--- src/rtl/stable_priority_queue_defines.svh ---
// ----------------------------------------------------------------------------
// stable priority queue assertion macros
// Shared concurrent check macros, empty when built for synthesis.
// ----------------------------------------------------------------------------
`ifndef STABLE_PRIORITY_QUEUE_DEFINES_SVH
`define STABLE_PRIORITY_QUEUE_DEFINES_SVH

`ifndef SYNTHESIS

// same-cycle implication, sampled on clk and quiet in reset
`define SPQ_ASSERT_IMPLY(lbl, ante, cons) \
  lbl: assert property (@(posedge clk) disable iff (rst) (ante) |-> (cons)) \
    else $error("spq: same-cycle check failed");

// next-cycle implication, sampled on clk and quiet in reset
`define SPQ_ASSERT_NEXT(lbl, ante, cons) \
  lbl: assert property (@(posedge clk) disable iff (rst) (ante) |=> (cons)) \
    else $error("spq: next-cycle check failed");

`else

`define SPQ_ASSERT_IMPLY(lbl, ante, cons)
`define SPQ_ASSERT_NEXT(lbl, ante, cons)

`endif

`endif

--- src/rtl/spq_pkg.sv ---
`timescale 1ns / 1ps
// ----------------------------------------------------------------------------
// spq_pkg
// Types, codes and defaults shared by the priority queue cells and top level.
// ----------------------------------------------------------------------------
package spq_pkg;

  // default sizes
  localparam int DEPTH_DEF      = 16;
  localparam int ELEM_WIDTH_DEF = 32;
  localparam int PRIO_WIDTH_DEF = 8;

  // port field widths
  localparam int ACTION_W      = 2;
  localparam int ELEM_W        = 32;
  localparam int PRIO_W        = 8;
  localparam int COUNT_W       = 5;
  localparam int STATUS_W      = 2;
  localparam int IN_TDATA_W    = 40;
  localparam int IN_TUSER_W    = 2;
  localparam int OUT_TDATA_W   = 48;
  localparam int OUT_TUSER_W   = 3;
  localparam int OUT_TDATA_PAD = OUT_TDATA_W - ELEM_W - PRIO_W - COUNT_W;

  // word actions
  typedef enum logic [ACTION_W-1:0] {
    ACT_ENQ = 2'd0,
    ACT_DEQ = 2'd1,
    ACT_QRY = 2'd2,
    ACT_CLR = 2'd3
  } action_t;

  // result status codes
  typedef enum logic [STATUS_W-1:0] {
    ST_DONE  = 2'd0,
    ST_FULL  = 2'd1,
    ST_EMPTY = 2'd2
  } status_t;

  // what every cell does: hold, insert or shift
  typedef enum logic [1:0] {
    CELL_HOLD,
    CELL_INSERT,
    CELL_SHIFT
  } cell_op_t;

  // control handed to each cell
  typedef struct packed {
    cell_op_t op;
    logic     occupied;
  } cell_ctl_t;

endpackage

--- src/rtl/spq_cell.sv ---
`timescale 1ns / 1ps
// ----------------------------------------------------------------------------
// spq_cell
// One slot of the sorted row: compares against the incoming priority and
// keeps, takes the new pair, or takes its neighbour's pair.
// ----------------------------------------------------------------------------
module spq_cell #(
  parameter int ELEM_WIDTH = spq_pkg::ELEM_WIDTH_DEF,
  parameter int PRIO_WIDTH = spq_pkg::PRIO_WIDTH_DEF
) (
  input  logic                  clk,
  input  spq_pkg::cell_ctl_t    ctl,
  input  logic [ELEM_WIDTH-1:0] new_value,
  input  logic [PRIO_WIDTH-1:0] new_rank,
  input  logic                  prev_behind,
  input  logic [ELEM_WIDTH-1:0] prev_value,
  input  logic [PRIO_WIDTH-1:0] prev_rank,
  input  logic [ELEM_WIDTH-1:0] next_value,
  input  logic [PRIO_WIDTH-1:0] next_rank,
  output logic [ELEM_WIDTH-1:0] value,
  output logic [PRIO_WIDTH-1:0] rank,
  output logic [ELEM_WIDTH-1:0] value_next,
  output logic [PRIO_WIDTH-1:0] rank_next,
  output logic                  behind
);

  // new pair goes behind this entry if occupied and equal or more urgent
  assign behind = ctl.occupied && (rank <= new_rank);

  // slot contents for the next cycle
  always_comb begin
    value_next = value;
    rank_next  = rank;
    case (ctl.op)
      spq_pkg::CELL_HOLD: begin
        value_next = value;
        rank_next  = rank;
      end
      spq_pkg::CELL_INSERT: begin
        if (behind) begin
          value_next = value;
          rank_next  = rank;
        end else if (prev_behind) begin
          value_next = new_value;
          rank_next  = new_rank;
        end else begin
          value_next = prev_value;
          rank_next  = prev_rank;
        end
      end
      spq_pkg::CELL_SHIFT: begin
        value_next = next_value;
        rank_next  = next_rank;
      end
      default: begin
        value_next = value;
        rank_next  = rank;
      end
    endcase
  end

  // slot storage, meaningful only while occupied
  always_ff @(posedge clk) begin
    value <= value_next;
    rank  <= rank_next;
  end

endmodule

--- src/rtl/stable_priority_queue.sv ---
`timescale 1ns / 1ps
// a result word is registered and appears in the cycle after its input word is taken
// throughput: one word per cycle while the result side keeps taking words
// the figure is set by the row of cells, which all compare and shift in the same cycle
// reset clears the entry count and the result valid; slot contents stay as
// they are and are never read before being written
// ----------------------------------------------------------------------------
// stable_priority_queue
// Bounded stable priority queue kept sorted in a row of compare/shift cells.
// ----------------------------------------------------------------------------
`include "stable_priority_queue_defines.svh"

module stable_priority_queue #(
  parameter int DEPTH      = spq_pkg::DEPTH_DEF,
  parameter int ELEM_WIDTH = spq_pkg::ELEM_WIDTH_DEF,
  parameter int PRIO_WIDTH = spq_pkg::PRIO_WIDTH_DEF
) (
  input  logic                            clk,
  input  logic                            rst,
  input  logic                            s_axis_tvalid,
  output logic                            s_axis_tready,
  // elem [31:0], priority_req [39:32]
  input  logic [spq_pkg::IN_TDATA_W-1:0]  s_axis_tdata,
  // action [1:0]
  input  logic [spq_pkg::IN_TUSER_W-1:0]  s_axis_tuser,
  output logic                            m_axis_tvalid,
  input  logic                            m_axis_tready,
  // front_elem [31:0], front_priority [39:32], count [44:40], zero [47:45]
  output logic [spq_pkg::OUT_TDATA_W-1:0] m_axis_tdata,
  // front_valid [0], status [2:1]
  output logic [spq_pkg::OUT_TUSER_W-1:0] m_axis_tuser
);

  localparam int CW = $clog2(DEPTH + 1);

  logic                      s_accept;
  spq_pkg::action_t          act;
  logic [63:0]               elem_wide;
  logic [31:0]               prio_wide;
  logic [ELEM_WIDTH-1:0]     new_value;
  logic [PRIO_WIDTH-1:0]     new_rank;
  logic [CW-1:0]             count;
  logic [CW-1:0]             count_next;
  logic                      full;
  logic                      empty;
  spq_pkg::cell_op_t         op;
  spq_pkg::status_t          status_next;
  spq_pkg::cell_ctl_t        cell_ctl    [DEPTH];
  logic [ELEM_WIDTH-1:0]     cell_value  [DEPTH];
  logic [PRIO_WIDTH-1:0]     cell_rank   [DEPTH];
  logic [ELEM_WIDTH-1:0]     cell_value_next [DEPTH];
  logic [PRIO_WIDTH-1:0]     cell_rank_next  [DEPTH];
  logic [DEPTH-1:0]          cell_behind;
  logic                      out_valid;
  logic [ELEM_WIDTH-1:0]     front_value;
  logic [PRIO_WIDTH-1:0]     front_rank;
  logic                      front_valid;
  logic [CW-1:0]             count_out;
  spq_pkg::status_t          status;
  logic [63:0]               front_value_wide;
  logic [31:0]               front_rank_wide;
  logic [31:0]               count_wide;

  // handshake: the result register frees as its word is taken
  assign s_axis_tready = !out_valid || m_axis_tready;
  assign s_accept      = s_axis_tvalid && s_axis_tready;

  // input word unpacking
  assign act       = spq_pkg::action_t'(s_axis_tuser);
  assign elem_wide = 64'(s_axis_tdata[31:0]);
  assign prio_wide = 32'(s_axis_tdata[39:32]);
  assign new_value = elem_wide[ELEM_WIDTH-1:0];
  assign new_rank  = prio_wide[PRIO_WIDTH-1:0];

  assign full  = (count == CW'(DEPTH));
  assign empty = (count == '0);

  // action decode
  always_comb begin
    op          = spq_pkg::CELL_HOLD;
    count_next  = count;
    status_next = spq_pkg::ST_DONE;
    if (s_accept) begin
      case (act)
        spq_pkg::ACT_ENQ: begin
          if (full) begin
            status_next = spq_pkg::ST_FULL;
          end else begin
            op         = spq_pkg::CELL_INSERT;
            count_next = count + CW'(1);
          end
        end
        spq_pkg::ACT_DEQ: begin
          if (empty) begin
            status_next = spq_pkg::ST_EMPTY;
          end else begin
            op         = spq_pkg::CELL_SHIFT;
            count_next = count - CW'(1);
          end
        end
        spq_pkg::ACT_QRY: begin
          count_next = count;
        end
        spq_pkg::ACT_CLR: begin
          count_next = '0;
        end
        default: begin
          count_next = count;
        end
      endcase
    end
  end

  // row of cells linked to neighbours; the head's previous pair is the input
  for (genvar i = 0; i < DEPTH; i++) begin : g_cell
    logic                  prev_behind;
    logic [ELEM_WIDTH-1:0] prev_value;
    logic [PRIO_WIDTH-1:0] prev_rank;
    logic [ELEM_WIDTH-1:0] next_value;
    logic [PRIO_WIDTH-1:0] next_rank;

    assign cell_ctl[i].op       = op;
    assign cell_ctl[i].occupied = (CW'(i) < count);

    if (i == 0) begin : g_head
      assign prev_behind = 1'b1;
      assign prev_value  = new_value;
      assign prev_rank   = new_rank;
    end else begin : g_body
      assign prev_behind = cell_behind[i-1];
      assign prev_value  = cell_value[i-1];
      assign prev_rank   = cell_rank[i-1];
    end

    if (i == DEPTH - 1) begin : g_tail
      assign next_value = cell_value[i];
      assign next_rank  = cell_rank[i];
    end else begin : g_link
      assign next_value = cell_value[i+1];
      assign next_rank  = cell_rank[i+1];
    end

    spq_cell #(
      .ELEM_WIDTH (ELEM_WIDTH),
      .PRIO_WIDTH (PRIO_WIDTH)
    ) u_cell (
      .clk         (clk),
      .ctl         (cell_ctl[i]),
      .new_value   (new_value),
      .new_rank    (new_rank),
      .prev_behind (prev_behind),
      .prev_value  (prev_value),
      .prev_rank   (prev_rank),
      .next_value  (next_value),
      .next_rank   (next_rank),
      .value       (cell_value[i]),
      .rank        (cell_rank[i]),
      .value_next  (cell_value_next[i]),
      .rank_next   (cell_rank_next[i]),
      .behind      (cell_behind[i])
    );
  end

  // entry count
  always_ff @(posedge clk) begin
    if (rst) begin
      count <= '0;
    end else begin
      count <= count_next;
    end
  end

  // result register
  always_ff @(posedge clk) begin
    if (rst) begin
      out_valid <= 1'b0;
    end else if (s_accept) begin
      out_valid <= 1'b1;
    end else if (m_axis_tready) begin
      out_valid <= 1'b0;
    end
  end

  always_ff @(posedge clk) begin
    if (s_accept) begin
      front_valid <= (count_next != '0);
      front_value <= (count_next != '0) ? cell_value_next[0] : '0;
      front_rank  <= (count_next != '0) ? cell_rank_next[0] : '0;
      count_out   <= count_next;
      status      <= status_next;
    end
  end

  // result word packing
  assign front_value_wide = 64'(front_value);
  assign front_rank_wide  = 32'(front_rank);
  assign count_wide       = 32'(count_out);

  assign m_axis_tvalid = out_valid;
  assign m_axis_tdata  = {{spq_pkg::OUT_TDATA_PAD{1'b0}},
                          count_wide[spq_pkg::COUNT_W-1:0],
                          front_rank_wide[spq_pkg::PRIO_W-1:0],
                          front_value_wide[spq_pkg::ELEM_W-1:0]};
  assign m_axis_tuser  = {status, front_valid};

  // checks
  `SPQ_ASSERT_IMPLY(a_count_bound, 1'b1, count <= CW'(DEPTH))
  `SPQ_ASSERT_IMPLY(a_head_sorted, CW'(1) < count, cell_rank[0] <= cell_rank[1])
  `SPQ_ASSERT_NEXT(a_full_reject, s_accept && (act == spq_pkg::ACT_ENQ) && full, $stable(count))
  `SPQ_ASSERT_NEXT(a_clear_empties, s_accept && (act == spq_pkg::ACT_CLR), count == '0)
  `SPQ_ASSERT_IMPLY(a_front_flag, out_valid, front_valid == (count_out != '0))

endmodule
--- config.mk ---
export PLATFORM = sky130hd
export DESIGN_NAME = stable_priority_queue
export DESIGN_NICKNAME = d
export VERILOG_FILES = /design/src/rtl/spq_pkg.sv /design/src/rtl/spq_cell.sv /design/src/rtl/stable_priority_queue.sv
export VERILOG_INCLUDE_DIRS = /design/src /design/src/rtl
export SDC_FILE = /design/constraint.sdc
export NUM_CORES = 2
export LEC_CHECK = 0
export ABC_AREA = 1
export BUFFER_PORTS_ARGS = -buffer_cell sky130_fd_sc_hd__buf_2
export CORE_ASPECT_RATIO = 0.9
export CORE_UTILIZATION = 58
export CTS_CLUSTER_SIZE = 28
export DETAILED_ROUTE_END_ITERATION = 10
export GPL_TIMING_DRIVEN = 1
export PLACE_DENSITY = 0.79
export RECOVER_POWER = 50
export SYNTH_ARGS = -nofsm -noshare
export SYNTH_HDL_FRONTEND = slang
export SYNTH_SLANG_ARGS = --single-unit
export TNS_END_PERCENT = 100
--- constraint.sdc ---
create_clock -name clk -period 3.8 [get_ports clk]
set_input_delay 0.19 -clock clk [delete_from_list [all_inputs] [get_ports clk]]
set_output_delay 0.19 -clock clk [all_outputs]
set_load 0.01 [all_outputs]
Yosys cells after proc, flatten, opt, wreduce, memory -nomap -nowiden
Cells that the tools add are included.
- register bits: 694
- word-level logic and storage cells: 236
- add/sub/neg operators: 2
- order comparisons: 32
- eq/ne operators: 20
- mux-type cells: 103
- bitwise operators: 1
- reductions and logical operators: 39
- operators by type and width (kind ; number):
    $mux W32 ; 30
    $pmux W32 S2 ; 15
    $mux W8 ; 30
    $pmux W8 S2 ; 15
    $le A8 B8 Y1 ; 16
    $lt A4 B5 Y1 const A ; 8
    $reduce_and A2 Y1 ; 15
    $ne A2 B2 Y1 const B ; 14
    $lt A3 B5 Y1 const A ; 4
    $pmux W5 S4 ; 1
    $logic_and A1 B1 Y1 ; 17
    $mux W5 ; 3
    $lt A1 B5 Y1 const A ; 2
    $lt A2 B5 Y1 const A ; 2
    $pmux W2 S2 ; 2
    $eq A2 B2 Y1 const B ; 3
    $mux W2 ; 3
    $add A5 B1 Y5 const B ; 1
    $eq A5 B5 Y1 const B ; 1
    $logic_not A5 Y1 ; 1
    $reduce_bool A5 Y1 ; 1
    $sub A5 B1 Y5 const B ; 1
    $eq A2 B1 Y1 const B ; 2
    $mux W1 ; 4
    5 further kinds ; 6

Logic depth before layout (Yosys ltp)
- depth after elaboration: 7
- mapped depth: 18
- mapped depth without buffers: 16

Cells and area by module
From an unflattened synthesis, not the netlist that was laid out.
- cells, all modules: 7386
- area, all modules: 58021.9 um2
- modules (own cells, without submodules) (module ; times used ; cells an instance ; area an instance (um2) ; sequential area each (um2)):
    spq_cell (g_cell[0].u_cell ...) ; 8 ; 444 ; 3545.9 ; 800.8
    spq_cell (g_cell[2].u_cell ...) ; 8 ; 444 ; 3353.2 ; 800.8
    stable_priority_queue ; 1 ; 282 ; 2829.0 ; 1561.5

Worst setup path before layout
No wires, ideal clock.
- kind: input port to flip-flop
- from: in s_axis_tdata[35] (netlist name)
- to: reg g_cell[15].u_cell.rank[0] (enable)
- setup time: 0.451 ns
- arrival: 3.629 ns
- setup slack: -0.279 ns
- cell stages on the path: 9
- cell sequence: inv_1 -> clkbuf_1 -> ha_1 -> nand2_1 -> o21ai_0 -> nand2_1 -> o211ai_1 -> o41ai_1 -> a21oi_1
- longest elaborated chain between the ends: 4
- ends and longest elaborated chain (item ; line ; RTL):
    from (decl) ; stable_priority_queue.sv:23 ; input logic [spq_pkg::IN_TDATA_W-1:0] s_axis_tdata,
    $le A8 B8 Y1 ; spq_cell.sv:28 ; assign behind = ctl.occupied && (rank <= new_rank);
    $logic_and A1 B1 Y1 ; spq_cell.sv:28 ;
    $not A1 Y1 (no line) ; -- ;
    $reduce_and A2 Y1 (no line) ; -- ;
    to (signal assigned) ; spq_cell.sv:65 ; rank <= rank_next;
    to (decl) ; spq_cell.sv:21 ; output logic [PRIO_WIDTH-1:0] rank,
No other way between the ends.
A chain may end at the register's enable or synchronous reset.

==> summary.txt <==
Outcome
  • Run status: finished clean

Pwr
  • Leakage dissipation: about 21 nW
  • Power per Cell Area: between 400 and 500 nW/um^2
  • Worst voltage drop across the vdd grid: 0.2840 mV

Clock network
  • Number of H-tree levels: 3
  • Number of buffers added by the clock tree synthesis step: 74
  • Clk sinks: slightly below 700
  • CTS tree: built
  • Clock network latency to the later pin of the worst-skew pair: 0.62 ns
  • CTS-repair resized insts: 0
  • Clock slew at reported path FFs: 0.06 ns
  • Cell at the root of the clock tree: sky130_fd_sc_hd__clkbuf_16
  • Maximum buffer depth of the clock tree: 3

GRT
  • Total routing usage reported by global routing: 0.2795
  • Maximum number of pins on one net before global-route repair: 201
  • Wire length of the first global-routing pass: approximately 160 mm
  • Number of antenna violations at the first check in global routing: 1
  • Grt total ovfl: 0
  • Number of global-route vias before repair: ~32,000

Floorplanning
  • Area of the placeable core: about 70,000 um^2
  • Number of top-level pins: a little under 100
  • Die footprint: roughly 72,000 um^2
  • Number of rows in the core area: 92
  • Horizontal die dimension: between 200 and 300 um
  • Die height: between 200 and 300 um
  • Starting utilization of the core area: 0.5859

Logic synthesis
  • Top cell type by total area after synthesis: sky130_fd_sc_hd__edfxtp_1
  • Combined area of all synthesized cells: approximately 41,000 um^2
  • Syn Inst Count: 5,260
  • Main area contributors after synthesis: sky130_fd_sc_hd__edfxtp_1 (48%), sky130_fd_sc_hd__nand2_1 (15%), sky130_fd_sc_hd__nand3_1 (14%)
  • Portion of synthesized cell area occupied by the leading cell type: 0.4753
  • Count of state elements after synthesis: 694
  • Count of unique library cells instantiated by Yosys: 32
  • Yosys warning total: 0
  • Average size of a mapped cell: just under 8 um^2
  • Sequential share of the synthesized area: 0.4978

STA
  • Number of pins exceeding their max-slew limit in the final report: 0
  • Peak Freq: a little under 0.3 GHz
  • Unrepaired setup endpoints after global routing: false
  • Endpoints failing hold: 0
  • Number of endpoints failing setup at the final stage: 0
  • Total negative slack for setup checks: 0 ns
  • Final period util: 0.9080
  • Max Clock Skew: approximately 0.015 ns
  • Min Clock Period, post-route: 3.451 ns
  • Slew HR: 0.1205
  • Least-Margin Pin Slew: about 1.3 ns

Drt
  • Detailed-routing iteration count for the pre-antenna-repair pass: 8
  • Total number of vias: around 34,000
  • Antenna Nets Post-Route: 0
  • Wirelength, routed: between 100 and 150 mm
  • Routed vias/inst: around 5.6
  • Residual DRC count: 0
  • Initial DRC Count: around 4,400
  • Detail-routed net length per standard cell: 16.18 um

Layout
  • Util after Layout: 0.6395
  • Final #Nets: between 5,000 and 6,000
  • Share of cells above drive strength 1: 0.05234
  • Antenna diode count: 0
  • Area added between synthesis and finish: 9.145%

Setup path
  • Largest stage delay on the critical path: 0.74 ns
  • Type of the worst setup path: reg -> reg
  • CP Capture Type: flop
  • Worst endpoint data arrival time: between 3 and 4 ns
  • Ordered cell list for the critical path: inv_1, ha_1, nand3_1, nand2_1, nor2_1, ha_4, clkbuf_4, buf_6, nand2_1, nand2_1
  • CP Max Fanout: around 120
  • Crit path launch type: flop
  • Req. time, crit path: between 4 and 5 ns
  • Worst-path cell with the longest stage delay: sky130_fd_sc_hd__buf_6
  • Critical Path Most Common Cell: sky130_fd_sc_hd__nand2_1

Place
  • Port-buffer cells: 95
  • HPWL reported at the end of detailed placement: slightly below 70 mm
  • Routability cong.: approximately 0.85

Run
  • Max Cap Viol: 0

Hold path
  • Class of the tightest hold or removal check: in -> reg
==> routing by layer <==
| layer | up-vias | track usage | wire length (um) |
|---|---|---|---|
| li1 | 17106 | - | - |
| met1 | 15626 | 0.4210 | 46100 |
| met2 | 1593 | 0.4246 | 43560 |
| met3 | 120 | 0.03953 | 8927 |
| met4 | 0 | 0.06599 | 1606 |
| met5 | - | 0 | 0 |
==> path summary, 6_finish.rpt <==
check                                                           from  cells past startpoint  slack [ns]                               endpoint
worst max-delay path                             count[0]$_SDFF_PP0_                     10        0.35  g_cell[12].u_cell.value[14]$_DFFE_PP_
worst min-delay path                                s_axis_tdata[21]                      3        0.06   g_cell[1].u_cell.value[21]$_DFFE_PP_
worst max register to register                   count[0]$_SDFF_PP0_                     10        0.35  g_cell[12].u_cell.value[14]$_DFFE_PP_
worst min register to register  g_cell[15].u_cell.value[4]$_DFFE_PP_                      2        0.52   g_cell[14].u_cell.value[4]$_DFFE_PP_
==> cells in the final DEF, fill, tap and decap left out, types with 2 or more instances in the layout <==
cell type                       count
sky130_fd_sc_hd__buf_4             80
sky130_fd_sc_hd__bufinv_16          3
sky130_fd_sc_hd__clkinvlp_4         3
sky130_fd_sc_hd__o21ai_0          266
sky130_fd_sc_hd__conb_1             3
sky130_fd_sc_hd__nor2_4             2
sky130_fd_sc_hd__nor2_1            78
sky130_fd_sc_hd__nand2_2            2
sky130_fd_sc_hd__clkbuf_1          71
sky130_fd_sc_hd__clkbuf_4           3
sky130_fd_sc_hd__clkbuf_8           2
sky130_fd_sc_hd__ha_1             133
sky130_fd_sc_hd__edfxtp_1         648
sky130_fd_sc_hd__nand2_1         1669
sky130_fd_sc_hd__clkbuf_2           4
sky130_fd_sc_hd__clkbuf_16         77
sky130_fd_sc_hd__dlygate4sd3_1     40
sky130_fd_sc_hd__nand3b_1           9
sky130_fd_sc_hd__o211ai_1           2
sky130_fd_sc_hd__o21ai_2           10
sky130_fd_sc_hd__buf_12            14
sky130_fd_sc_hd__buf_2             45
sky130_fd_sc_hd__clkinv_1          13
sky130_fd_sc_hd__inv_2              4
sky130_fd_sc_hd__inv_1            687
sky130_fd_sc_hd__clkinv_2          15
sky130_fd_sc_hd__a21o_1             3
sky130_fd_sc_hd__nand3_1         1150
sky130_fd_sc_hd__inv_6              2
sky130_fd_sc_hd__xor2_1             2
sky130_fd_sc_hd__a21oi_1          144
sky130_fd_sc_hd__a21oi_4            2
sky130_fd_sc_hd__nand4_1           11
sky130_fd_sc_hd__dfxtp_1           46
==> flip-flops by register name, summed over array words and instances, names as in the netlist <==
register,flops
count,5
count_out,5
front_rank,8
front_valid,1
front_value,32
g_cell.u_cell.rank,128
g_cell.u_cell.value,512
m_axis_tvalid,1
status,2
==> layout make-up <==
type | instances | area [um^2]
Timing Repair Buffer | 241 | 1763
Tap cell | 940 | 1176
Inverter | 692 | 2605
Clock buffer | 96 | 2018
Sequential cell | 694 | 20380
Multi-Input combinational cell | 3495 | 16490
Clock inverter | 36 | 254.0
Fill cell | 5815 | 25190
==> timing repair <==
action / 4_1_cts / 5_1_grt
endpoints found under the hold margin: 44 / 0
hold buffers: 40 / 0
setup buffers: 0 / 0
==> cell usage after synthesis <==
cell type,count
sky130_fd_sc_hd__nand2_1,1672
sky130_fd_sc_hd__nand3_1,1149
sky130_fd_sc_hd__inv_1,688
sky130_fd_sc_hd__edfxtp_1,648
sky130_fd_sc_hd__clkbuf_1,307
sky130_fd_sc_hd__o21ai_0,251
sky130_fd_sc_hd__a21oi_1,144
sky130_fd_sc_hd__ha_1,134
sky130_fd_sc_hd__nor2_1,77
sky130_fd_sc_hd__dfxtp_1,46
sky130_fd_sc_hd__buf_2,37
sky130_fd_sc_hd__buf_1,23
sky130_fd_sc_hd__o21ai_1,23
sky130_fd_sc_hd__nand4_1,11
sky130_fd_sc_hd__buf_4,9
sky130_fd_sc_hd__nand3b_1,9
sky130_fd_sc_hd__buf_6,5
sky130_fd_sc_hd__inv_2,4
sky130_fd_sc_hd__a21o_1,3
sky130_fd_sc_hd__nor2_4,3
sky130_fd_sc_hd__a21oi_2,2
sky130_fd_sc_hd__nand3_2,2
sky130_fd_sc_hd__o211ai_1,2
sky130_fd_sc_hd__o21ai_2,2
sky130_fd_sc_hd__xor2_1,2
sky130_fd_sc_hd__a211oi_1,1
sky130_fd_sc_hd__a21boi_2,1
sky130_fd_sc_hd__conb_1,1
sky130_fd_sc_hd__nor2_2,1
sky130_fd_sc_hd__nor3_1,1
sky130_fd_sc_hd__nor4_1,1
sky130_fd_sc_hd__o41ai_1,1
==> critical path, delay by kind of cell, from the launching register on <==
family | cells | cell delay [ns]
flip-flops | 1 | 0.48
AND/OR/NAND/NOR | 5 | 0.73
adder cells (fa/ha/maj) | 2 | 0.52
buffers and inverters | 3 | 1.44
==> cell families after synthesis <==
group | synth area share
AOI/OAI and AO/OA | 0.05355
xor gates and xnor gates | 0.0004280
adders and majority gates | 0.04095
buffers and inverters | 0.1013
DFF | 0.4978
other | 0.00009160
and+or+nand+nor | 0.3059
==> where the power goes <==
group	internal (mW)	leakage (nW)	switching [mW]
Sequential	9.40	6.36	0.278
Combinational	1.36	13.5	3.12
Clock	3.95	1.11	3.00
Total	14.7	21.0	6.39
==> per-stage QoR <==
step	power, mW	cells	hold slack (ns)	cell area (um^2)	setup WS (ns)
6_report	21.09	6194	0.05746	44680	0.3494
5_1_grt	22.09	6194	0.05090	44680	0.2095
4_1_cts	21.14	6194	0.01406	44840	0.6496
3_5_place_dp	14.21	6022	0.4532	42160	0.6576
3_3_place_gp	14.04	6022	0.4520	42160	0.6302
2_1_floorplan	13.04	5262	0.2591	40950	0.3093
No activity file was read; power rests on OpenSTA's default activity.
